<file path="src/hdl/tach_pkg.sv">
package tach_pkg;

  localparam int HISTORY_DEPTH = 10;

  localparam int COUNT_W   = 17;
  localparam int TIMEOUT_W = 16;
  localparam int TPM_W     = 24;
  localparam int MINP_W    = 4;
  localparam int RATE_W    = 16;

  localparam int SLOT_W  = $clog2(HISTORY_DEPTH);
  localparam int PULSE_W = $clog2(HISTORY_DEPTH + 1);
  localparam int SUM_W   = COUNT_W + $clog2(HISTORY_DEPTH);
  localparam int NUM_W   = PULSE_W + TPM_W;
  localparam int CMP_W   = SUM_W + RATE_W;
  localparam int DIV_CNT_W = $clog2(RATE_W);

  localparam int CFG_IDX_W  = 2;
  localparam int CFG_DATA_W = TPM_W;

  localparam logic [CFG_IDX_W-1:0] CFG_TIMEOUT_TICKS    = 2'd0;
  localparam logic [CFG_IDX_W-1:0] CFG_TICKS_PER_MINUTE = 2'd1;
  localparam logic [CFG_IDX_W-1:0] CFG_MIN_PULSES       = 2'd2;

  localparam logic [TIMEOUT_W-1:0] TIMEOUT_RESET = 16'd100;
  localparam logic [TPM_W-1:0]     TPM_RESET     = 24'd60000;
  localparam logic [MINP_W-1:0]    MINP_RESET    = 4'd5;

  localparam logic [RATE_W-1:0] RATE_MAX = '1;

  typedef struct packed {
    logic tach_main;
    logic tach_second;
  } tach_in_t;

  typedef struct packed {
    logic [RATE_W-1:0] rate_main;
    logic [RATE_W-1:0] rate_second;
  } tach_out_t;

  typedef struct packed {
    logic [TIMEOUT_W-1:0] timeout_ticks;
    logic [TPM_W-1:0]     ticks_per_minute;
    logic [MINP_W-1:0]    min_pulses;
  } tach_cfg_t;

endpackage

</file>
<file path="src/hdl/tach_ram.sv">
module tach_ram #(
  parameter int WIDTH = 8,
  parameter int DEPTH = 16
) (
  input  logic                     clk,
  input  logic                     wr_en,
  input  logic [$clog2(DEPTH)-1:0] wr_addr,
  input  logic [WIDTH-1:0]         wr_data,
  input  logic                     rd_en,
  input  logic [$clog2(DEPTH)-1:0] rd_addr,
  output logic [WIDTH-1:0]         rd_data
);

  logic [WIDTH-1:0] mem [DEPTH];

  always_ff @(posedge clk) begin
    if (wr_en) begin
      mem[wr_addr] <= wr_data;
    end
    if (rd_en) begin
      rd_data <= mem[rd_addr];
    end
  end

endmodule

</file>
<file path="src/hdl/tach_lane.sv">
module tach_lane (
  input  logic                            clk,
  input  logic                            rst,
  input  logic                            start,
  input  logic                            level,
  input  tach_pkg::tach_cfg_t             cfg,
  output logic                            busy,
  output logic [tach_pkg::RATE_W-1:0]     rate
);
  import tach_pkg::*;

  typedef enum logic [2:0] {L_IDLE, L_UPD, L_MUL, L_CHK, L_DIV} lane_state_t;

  lane_state_t state;

  logic                     last_level;
  logic [COUNT_W-1:0]       elapsed;
  logic [SLOT_W-1:0]        slot;
  logic [HISTORY_DEPTH-1:0] slot_valid;
  logic [SUM_W-1:0]         sum;
  logic [PULSE_W-1:0]       pulses;
  logic                     store;
  logic [COUNT_W-1:0]       new_val;
  logic [NUM_W-1:0]         num;
  logic [SUM_W-1:0]         rem;
  logic [RATE_W-1:0]        quot;
  logic [DIV_CNT_W-1:0]     div_cnt;

  logic [COUNT_W-1:0] cnt_inc;
  logic               timed_out;
  logic               falling;
  logic [COUNT_W-1:0] rd_data;
  logic [COUNT_W-1:0] old_val;
  logic [SUM_W-1:0]   sum_next;
  logic [PULSE_W-1:0] pulses_next;
  logic [SLOT_W-1:0]  slot_next;
  logic [SUM_W:0]     trial;
  logic               fits;
  logic [RATE_W-1:0]  quot_next;
  logic               ram_we;

  tach_ram #(
    .WIDTH (COUNT_W),
    .DEPTH (HISTORY_DEPTH)
  ) u_ring (
    .clk     (clk),
    .wr_en   (ram_we),
    .wr_addr (slot),
    .wr_data (new_val),
    .rd_en   (start),
    .rd_addr (slot),
    .rd_data (rd_data)
  );

  always_comb begin
    cnt_inc   = elapsed + COUNT_W'(1);
    timed_out = cnt_inc > COUNT_W'(cfg.timeout_ticks);
    falling   = last_level && !level;

    // entries never written read as an empty period
    old_val     = slot_valid[slot] ? rd_data : '0;
    sum_next    = sum - SUM_W'(old_val) + SUM_W'(new_val);
    pulses_next = pulses - PULSE_W'(old_val != '0) + PULSE_W'(new_val != '0);
    slot_next   = (slot == SLOT_W'(HISTORY_DEPTH - 1)) ? '0 : slot + SLOT_W'(1);
    ram_we      = (state == L_UPD) && store;

    // one restoring divide step, remainder always stays below sum
    trial     = {rem, quot[RATE_W-1]};
    fits      = trial >= {1'b0, sum};
    quot_next = {quot[RATE_W-2:0], fits};
  end

  assign busy = (state != L_IDLE);

  always_ff @(posedge clk) begin
    if (rst) begin
      state      <= L_IDLE;
      last_level <= 1'b0;
      elapsed    <= '0;
      slot       <= '0;
      slot_valid <= '0;
      sum        <= '0;
      pulses     <= '0;
      rate       <= '0;
    end else begin
      unique case (state)
        L_IDLE: begin
          if (start) begin
            store      <= falling || timed_out;
            new_val    <= timed_out ? '0 : cnt_inc;
            elapsed    <= (falling || timed_out) ? '0 : cnt_inc;
            last_level <= level;
            state      <= L_UPD;
          end
        end
        L_UPD: begin
          if (store) begin
            slot_valid[slot] <= 1'b1;
            sum              <= sum_next;
            pulses           <= pulses_next;
            slot             <= slot_next;
          end
          state <= L_MUL;
        end
        L_MUL: begin
          num   <= NUM_W'(pulses) * NUM_W'(cfg.ticks_per_minute);
          state <= L_CHK;
        end
        L_CHK: begin
          if ((PULSE_W + MINP_W)'(pulses) < (PULSE_W + MINP_W)'(cfg.min_pulses)
              || sum == '0) begin
            rate  <= '0;
            state <= L_IDLE;
          end else if (CMP_W'(num) >= {sum, {RATE_W{1'b0}}}) begin
            rate  <= RATE_MAX;
            state <= L_IDLE;
          end else begin
            rem     <= SUM_W'(num >> RATE_W);
            quot    <= num[RATE_W-1:0];
            div_cnt <= '0;
            state   <= L_DIV;
          end
        end
        L_DIV: begin
          rem     <= fits ? SUM_W'(trial - {1'b0, sum}) : SUM_W'(trial);
          quot    <= quot_next;
          div_cnt <= div_cnt + DIV_CNT_W'(1);
          if (div_cnt == DIV_CNT_W'(RATE_W - 1)) begin
            rate  <= quot_next;
            state <= L_IDLE;
          end
        end
        default: state <= L_IDLE;
      endcase
    end
  end

endmodule

</file>
<file path="src/hdl/tach_rpm_meter_core.sv">
// Two-channel fan tachometer rate meter. Each accepted request is one sampling
// tick carrying both tachometer levels and yields one result with both rates
// in pulses per minute. The period ring slot is read at the accepting edge.
// After that come the update of the ring and its running sum and pulse count,
// one multiply, one range check and a 16-step restoring divider. Then the core
// sees both lanes idle and loads the output register. Both channels work side
// by side. When neither channel needs the divider (rate 0 or saturated) the
// divider steps are skipped. The next request is taken the cycle after the
// result is loaded, even while that result still waits to be taken. A result
// that finds the previous one still waiting is held until that one is taken.
// Config writes take effect at once and belong in idle periods. Rates read 0
// until min_pulses nonzero periods are held and saturate at 65535.
module tach_rpm_meter_core (
  input  logic                           clk,
  input  logic                           rst,
  input  logic                           in_valid,
  output logic                           in_stall,
  input  tach_pkg::tach_in_t             in_data,
  output logic                           out_valid,
  input  logic                           out_stall,
  output tach_pkg::tach_out_t            out_data,
  input  logic                           cfg_we,
  input  logic [tach_pkg::CFG_IDX_W-1:0]  cfg_index,
  input  logic [tach_pkg::CFG_DATA_W-1:0] cfg_data
);
  import tach_pkg::*;

  typedef enum logic [1:0] {S_IDLE, S_RUN, S_DONE} core_state_t;

  core_state_t state;
  tach_cfg_t   cfg;

  logic              start;
  logic              busy_main;
  logic              busy_second;
  logic [RATE_W-1:0] rate_main;
  logic [RATE_W-1:0] rate_second;

  assign in_stall = (state != S_IDLE);
  assign start    = in_valid && !in_stall;

  tach_lane u_lane_main (
    .clk   (clk),
    .rst   (rst),
    .start (start),
    .level (in_data.tach_main),
    .cfg   (cfg),
    .busy  (busy_main),
    .rate  (rate_main)
  );

  tach_lane u_lane_second (
    .clk   (clk),
    .rst   (rst),
    .start (start),
    .level (in_data.tach_second),
    .cfg   (cfg),
    .busy  (busy_second),
    .rate  (rate_second)
  );

  always_ff @(posedge clk) begin
    if (rst) begin
      cfg.timeout_ticks    <= TIMEOUT_RESET;
      cfg.ticks_per_minute <= TPM_RESET;
      cfg.min_pulses       <= MINP_RESET;
    end else if (cfg_we) begin
      unique case (cfg_index)
        CFG_TIMEOUT_TICKS:    cfg.timeout_ticks    <= cfg_data[TIMEOUT_W-1:0];
        CFG_TICKS_PER_MINUTE: cfg.ticks_per_minute <= cfg_data[TPM_W-1:0];
        CFG_MIN_PULSES:       cfg.min_pulses       <= cfg_data[MINP_W-1:0];
        default: ;
      endcase
    end
  end

  always_ff @(posedge clk) begin
    if (rst) begin
      state     <= S_IDLE;
      out_valid <= 1'b0;
    end else begin
      // in S_DONE the load below decides out_valid
      if (out_valid && !out_stall && state != S_DONE) begin
        out_valid <= 1'b0;
      end
      unique case (state)
        S_IDLE: begin
          if (start) begin
            state <= S_RUN;
          end
        end
        S_RUN: begin
          if (!busy_main && !busy_second) begin
            state <= S_DONE;
          end
        end
        S_DONE: begin
          // wait for the output register to free up
          if (!out_valid || !out_stall) begin
            out_valid            <= 1'b1;
            out_data.rate_main   <= rate_main;
            out_data.rate_second <= rate_second;
            state                <= S_IDLE;
          end
        end
        default: state <= S_IDLE;
      endcase
    end
  end

endmodule

</file>
<file path="config.mk">
export PLATFORM = sky130hd
export DESIGN_NAME = tach_rpm_meter_core
export DESIGN_NICKNAME = d
export VERILOG_FILES = /design/src/hdl/tach_pkg.sv /design/src/hdl/tach_ram.sv /design/src/hdl/tach_lane.sv /design/src/hdl/tach_rpm_meter_core.sv
export SDC_FILE = /design/constraint.sdc
export NUM_CORES = 2
export LEC_CHECK = 0
export ABC_AREA = 1
export BUFFER_PORTS_ARGS = -buffer_cell sky130_fd_sc_hd__buf_2
export CORE_MARGIN = 5
export CORE_UTILIZATION = 56
export DETAILED_ROUTE_END_ITERATION = 10
export MAX_ROUTING_LAYER = met4
export PLACE_DENSITY = 0.74
export RECOVER_POWER = 25
export SETUP_SLACK_MARGIN = 0.05
export SYNTH_ARGS = -nofsm -noshare
export SYNTH_HDL_FRONTEND = slang
export SYNTH_HIERARCHICAL = 1
export SYNTH_SLANG_ARGS = --single-unit
</file>
<file path="constraint.sdc">
create_clock -name clk -period 8.4 [get_ports clk]
set_input_delay 1.26 -clock clk [delete_from_list [all_inputs] [get_ports clk]]
set_output_delay 1.26 -clock clk [all_outputs]
set_load 0.02 [all_outputs]
</file>
# ---- Word level (Yosys, flattened, before mapping)
# Memory sizes are Yosys's and may differ from the RTL's. A register that Yosys moved wholly into a read port is not among the register bits.
# Cells that the tools add are included.
dict set report totals {
  regBits 405
  mem_bits_rw 340
  input_bits 33
  out_inout_bits 34
  wordCells 218
  n_memories 2
}
# name depth word_bits rd rd_ports_with_merged_regs write_ports line
set mem_list {}
lappend mem_list {u_lane_main.u_ring.mem 10 17 1 1 1 tach_ram.sv:14} ;# logic [WIDTH-1:0] mem [DEPTH];
lappend mem_list {u_lane_second.u_ring.mem 10 17 1 1 1 tach_ram.sv:14}
dict set report op_classes {
  n_addsub 16
  n_mul 2
  n_lt_le_gt_ge 12
  n_eq_ne 30
  n_mux 62
  bitwise 3
  n_reduce_logical 56
}
# cell n
set op_table {}
lappend op_table {{two-way mux 16 bit} 10}
lappend op_table {{one-hot mux 16 bit (2 select lines)} 4}
lappend op_table {{two-way mux 21 bit} 6}
lappend op_table {{one-hot mux 21 bit (2 select lines)} 2}
lappend op_table {{>= comparator 28 x 37 -> 1 bit} 2}
lappend op_table {{two-way mux 17 bit} 4}
lappend op_table {{nonzero test 17 bit} 4}
lappend op_table {{multiplier 4 x 24 -> 28 bit} 2}
lappend op_table {{>= comparator 22 x 21 -> 1 bit} 2}
lappend op_table {{adder 21 x 17 -> 21 bit} 2}
lappend op_table {{zero test 21 bit} 2}
lappend op_table {{subtractor 21 x 17 -> 21 bit} 2}
lappend op_table {{subtractor 21 bit} 2}
lappend op_table {{adder 17 x 1 -> 17 bit (second input constant)} 2}
lappend op_table {{> comparator 17 x 16 -> 1 bit} 2}
lappend op_table {{one-hot mux 3 bit (5 select lines)} 2}
lappend op_table {{two-way mux 4 bit} 6}
lappend op_table {{AND reduction 2 bit} 11}
lappend op_table {{two-way mux 3 bit} 7}
lappend op_table {{!= test 2 bit (second input constant)} 10}
lappend op_table {{bitwise OR 10 bit} 2}
lappend op_table {{AND reduction 3 bit} 6}
lappend op_table {{adder 4 x 1 -> 4 bit (second input constant)} 4}
lappend op_table {{equality test 4 bit (second input constant)} 4}
lappend op_table {{27 further kinds} 81}

# ---- Longest topological paths before layout
dict set report depth {
  depth_word 6
  depth_mapped 25
  mapped_depth_nobuf 24
}

# ---- Cells and area by module
# Netlist, hierarchy kept.
# module instances cells_per_inst area_each_um2
set modules_own_cells {}
lappend modules_own_cells {{tach_lane (u_lane_main)} 1 2027 14391.3}
lappend modules_own_cells {{tach_lane (u_lane_second)} 1 1973 14242.4}
lappend modules_own_cells {{tach_ram (u_lane_main.u_ring)} 1 687 7739.9}
lappend modules_own_cells {{tach_ram (u_lane_second.u_ring)} 1 686 7738.7}
lappend modules_own_cells {tach_rpm_meter_core 1 318 2896.5}

# ---- Worst setup path before layout
# Ideal clock, no wire load.
dict set report synth_path {
  kind {input to register}
  from {in rst}
  to {reg u_lane_second.div_cnt[0], enable pin}
  setup_time_ns 0.490
  arrival_ns 4.512
  t_required_ns 7.910
  setup_slack_ns 3.397
  cell_stages 3
  n_path_buf 2
  cell_sequence {clkbuf_1 clkbuf_1 nor3_1}
}
dict set report synth_between {
  elab_chain_cells 2
}
# item line
set synth_lines {}
lappend synth_lines {{start, declared} tach_rpm_meter_core.sv:15} ;# input logic rst,
lappend synth_lines {{inverter 1 bit (no line)} --}
lappend synth_lines {{AND reduction 4 bit (no line)} --}
lappend synth_lines {{end signal, assigned} tach_lane.sv:127} ;# div_cnt <= div_cnt + DIV_CNT_W'(1);
lappend synth_lines {{end, declared} tach_lane.sv:27} ;# logic [DIV_CNT_W-1:0] div_cnt;
# No other way between the ends.
# A chain may end at the register's enable or synchronous reset.

# ---- Worst setup path in the final report
dict set report layout_path {
  from {reg u_lane_second.slot[2]}
  to {reg u_lane_second.sum[14]}
}
dict set report layout_between {
  elab_chain_cells 5
}
# item line
set layout_lines {}
lappend layout_lines {{start, declared} tach_lane.sv:18} ;# logic [SLOT_W-1:0] slot;
lappend layout_lines {{start signal, assigned} tach_lane.sv:101} ;# slot <= slot_next;
lappend layout_lines {{binary-select mux 1 bit (select 4 bit)} tach_lane.sv:61} ;# old_val = slot_valid[slot] ? rd_data : '0;
lappend layout_lines {{two-way mux 1 bit (not written as such)} tach_lane.sv:61}
lappend layout_lines {{two-way mux 17 bit} tach_lane.sv:61}
lappend layout_lines {{subtractor 21 x 17 -> 21 bit} tach_lane.sv:62} ;# sum_next = sum - SUM_W'(old_val) + SUM_W'(new_val);
lappend layout_lines {{adder 21 x 17 -> 21 bit} tach_lane.sv:62}
lappend layout_lines {{end signal, assigned} tach_lane.sv:99} ;# sum <= sum_next;
lappend layout_lines {{end, declared} tach_lane.sv:20} ;# logic [SUM_W-1:0] sum;
# No other way between the ends. The select of a mux whose other input is x is not followed.

==> results.md <==
* number of global-route vias before repair: 35100
* hold_ws: 0.430 ns
* hold path depth: 0
* global-route wire length before repair: 181000 um
* worst hold start: u_lane_second/rate[6]
* drt drc: 0
* met3 Track Usage GR: 0.0287
* I/O Buffers: 66
* number of design-rule violations left by the first detailed-router iteration: 3149
* CP max FO: 24
* post-route clock period utilization: 0.590
* Final Max Slew Viols: 0
* Most Frequent Cell on Critical Path: inv_1
* Top-Level Pins: 67
* share of synthesized registers carrying an async set or reset: 0
* Fin Clk Skew: 0.0543 ns
* required arrival time at the worst endpoint: 8.96 ns
* unrepaired setup endpoints after global routing: no
* maximum frequency from static timing analysis: 0.202 GHz
* main flop type after synthesis: edfxtp_1
* total power divided by cell area: 185 nW/um^2
* reg-to-reg slack, setup: 3.45 ns
* pin count of the biggest net entering global routing: 89
* Cells after Synth: 5691
* maximum VDD drop: 0.153 mV
* Pre-Repair DR Iteration Count: 6
* Die Ht: 300 um
* total global routing track utilization: 0.254
* cell family with the largest share of critical-path delay: simple AND/OR/NAND/NOR gates
* sequential cell area fraction in the yosys report: 0.455
* crit path launch type: flip-flop
* delay of the slowest cell on the worst path: 1.02 ns
* CP Class: flip-flop to flip-flop
* status: finished clean
* DRT Wirelength: 113000 um
* measured slew at the worst slew-check pin: 1.32 ns
* Avg WL per Cell: 16.4 um
* kind of end point of the critical path: flip-flop
* antenna violations before repair: 6
* Synth Warn #: 6
* post-synthesis cell area: 47000 um^2
* worst hold path type: flip-flop to flip-flop
* number of setup buffers added after CTS: 0
* quantity of hold-fixing buffers added after cts: 0
* worst hold endpoint: out_data[6]
* sum of net half-perimeters after detailed placement: 79700 um
* area growth from synthesis to final layout: 8.46%
* path depth of the worst reg2reg path: 18
* Clock Latency Late Sink: 0.67 ns
* area of the core: 83400 um^2
* TritonCTS clock tree: yes
* number of filler instances in the final layout: 7176
* Global Route met2 Usage: 0.410
* buffers plus inverters on the worst setup path: 4
* flip-flop and latch count after synthesis: 779
* RR Startpoint: u_lane_second/slot[2]
* Leak Pwr: 0.0245 uW
* Relative slew margins: 0.121
* CTS-repair resized insts: 0
* effective utilization at floorplan: 0.564
* WP data arrival: 5.51 ns
* post-synthesis net count: 6078
* Cell variety after synth: 57
* final design instance area without fill: 51000 um^2
* GRT busiest layer: met2
* TNS Setup: 0 ns
* Root Buffer: clkbuf_16
* fraction of met1 tracks used by global routing: 0.349
* Sink Count: 779
* total power: 9410 uW
* total congestion overflow after global routing: 0
* total via count after detailed routing: 36700
* number of nets in the layout: 6108
* mean area per synthesized cell: 8.26 um^2
* number of antenna-violating nets in the routed design: 0
* slowest cell on the critical path: dfxtp_1
* Post-Place Cell Area: 48100 um^2
* cell-by-cell listing of the critical path: inv_1 > nand2_1 > nor2_1 > a22oi_1 > nand3_1 > nand2_1 > inv_1 > fa_1 > inv_1 > fa_1 > nand3_1 > nand2_1 > a21boi_1 > o21ai_0 > a21oi_1 > o21ai_0 > o21ai_1 > inv_1
* final-report setup violation count: 0
* floorplan die area: 89800 um^2
* max-capacitance violation count: 0
* fraction of layout cells with a size suffix above 1: 0.0585
* final critical-path required period: 4.95 ns
* Crit Reg-Reg Endpoint: u_lane_second/sum[14]
* number of buffers inserted during clock tree synthesis: 86
* Fin. Hold Viols: 0
* number of synthesized flops with an enable pin: 580
* die span in x: 300 um
* H-tree depth: 3
* placer's final routability congestion estimate: 0.959
* maximum number of buffers from clock root to sink: 3
* clock transition at the registers of the reported paths: 0.06 ns
* post-detailed-route via-to-cell ratio: 5.34
* site row count: 106
[cell usage in the layout, fill, tap and decap left out, drive strengths merged, types with 4 or more instances in the layout]
cell      count
nand2      1374
inv        1157
edfxtp      580
nor2        483
nand3       425
a21oi       309
o21ai       282
ha          228
dfxtp       199
fa          126
clkbuf      123
buf         120
xor2         82
nand4        57
nor3         49
xnor2        36
clkinv       27
o211ai       18
a21o         16
o21bai       14
nor4         11
a31oi         9
a21boi        9
o21a          7
nand3b        7
bufinv        5
o22ai         5
or2           5
clkinvlp      4
a22oi         4
[registers in the layout, indices dropped and copies added, names as in the netlist, 17 cells and up]
register,flops
u_lane_main/elapsed,17
u_lane_main/u_ring/mem,170
u_lane_second/u_ring/mem,170
u_lane_second/u_ring/rd_data,17
u_lane_main/sum,21
out_data,32
u_lane_main/rem,21
u_lane_second/rem,21
u_lane_second/sum,21
u_lane_second/elapsed,17
u_lane_second/new_val,17
u_lane_main/u_ring/rd_data,17
u_lane_main/new_val,17
u_lane_second/num,28
u_lane_main/num,28
cfg,44
[kinds of logic after synthesis]
group           count (synthesis)  share of synthesized area
xor+xnor                      118                     0.0221
compound gates                682                     0.0790
buf+inv                      1337                      0.114
simple gates                 2419                      0.215
flops                         779                      0.455
other cells                     2                   0.000160
fa+ha+maj                     354                      0.114
[how the worst max path moves through the flow]
stage | startpoint | to | slack [ns] | cells past startpoint
6_report | u_lane_second/slot[2] | u_lane_second/sum[14] | 3.45 | 18
5_1_grt | u_lane_second/slot[2] | u_lane_second/sum[14] | 3.07 | 18
4_1_cts | u_lane_second/slot[2] | u_lane_second/sum[14] | 3.55 | 18
3_5_place_dp | u_lane_second/slot[2] | u_lane_second/sum[14] | 3.54 | 18
3_3_place_gp | u_lane_second/slot[2] | u_lane_second/sum[14] | 3.67 | 19
2_1_floorplan | rst | u_lane_second/div_cnt[0] | 3.40 | 3
[per-stage QoR]
step,utilization,worst slack [ns],std cells
after floorplan,-,3.40,5691
after global placement,0.577,3.67,6713
after detailed placement,0.577,3.54,6713
after CTS,0.611,3.55,6870
after global routing,0.611,3.07,6872
final,0.611,3.45,6872
[final cells by class]
class                      count  area (um^2)  area share
timing repair buffer         120          738      0.0145
inverter                    1159         4360      0.0854
clock inverter                34          445     0.00874
antenna                        2         5.00   0.0000982
sequential                   779        21400       0.420
clock buffer                 123         2390      0.0470
tap                         1080         1350      0.0265
multi-input combinational   3575        20300       0.398
[routing by layer]
| layer | wire length, um | share of wire |
|---|---|---|
| met5 | 0 | 0 |
| met4 | 2520 | 0.022 |
| met3 | 6610 | 0.059 |
| met2 | 52500 | 0.46 |
| met1 | 51300 | 0.45 |
[power breakdown]
group,internal [uW],leakage [uW],switching [uW],total [uW]
Clock,2170,0.00136,1590,3760
Sequential,4240,0.00688,108,4350
Combinational,427,0.0163,879,1310
Total,6830,0.0245,2580,9410
[Yosys cell counts (all sizes together) (4+ instances only)]
cell    count  area share
dfxtp     199       0.085
clkinv      4     0.00032
a21o       16      0.0026
o22ai       5     0.00067
nand4      57      0.0079
xnor2      36      0.0067
a21oi     309       0.034
nand2    1374        0.11
clkbuf     78      0.0062
nand3     425       0.048
o21ai     282       0.030
xor2       82       0.015
nor2      483       0.039
nor4       11      0.0015
o21a        7      0.0011
a22oi       4     0.00064
fa        126       0.054
edfxtp    580        0.37
nor3       49      0.0059
a21boi      9      0.0014
buf       100       0.015
a31oi       9      0.0012
o21bai     14      0.0022
or2         5     0.00067
ha        228       0.061
inv      1155       0.092
o211ai     18      0.0029
nand3b      7      0.0011
No activity file was read; power rests on OpenSTA's default activity.
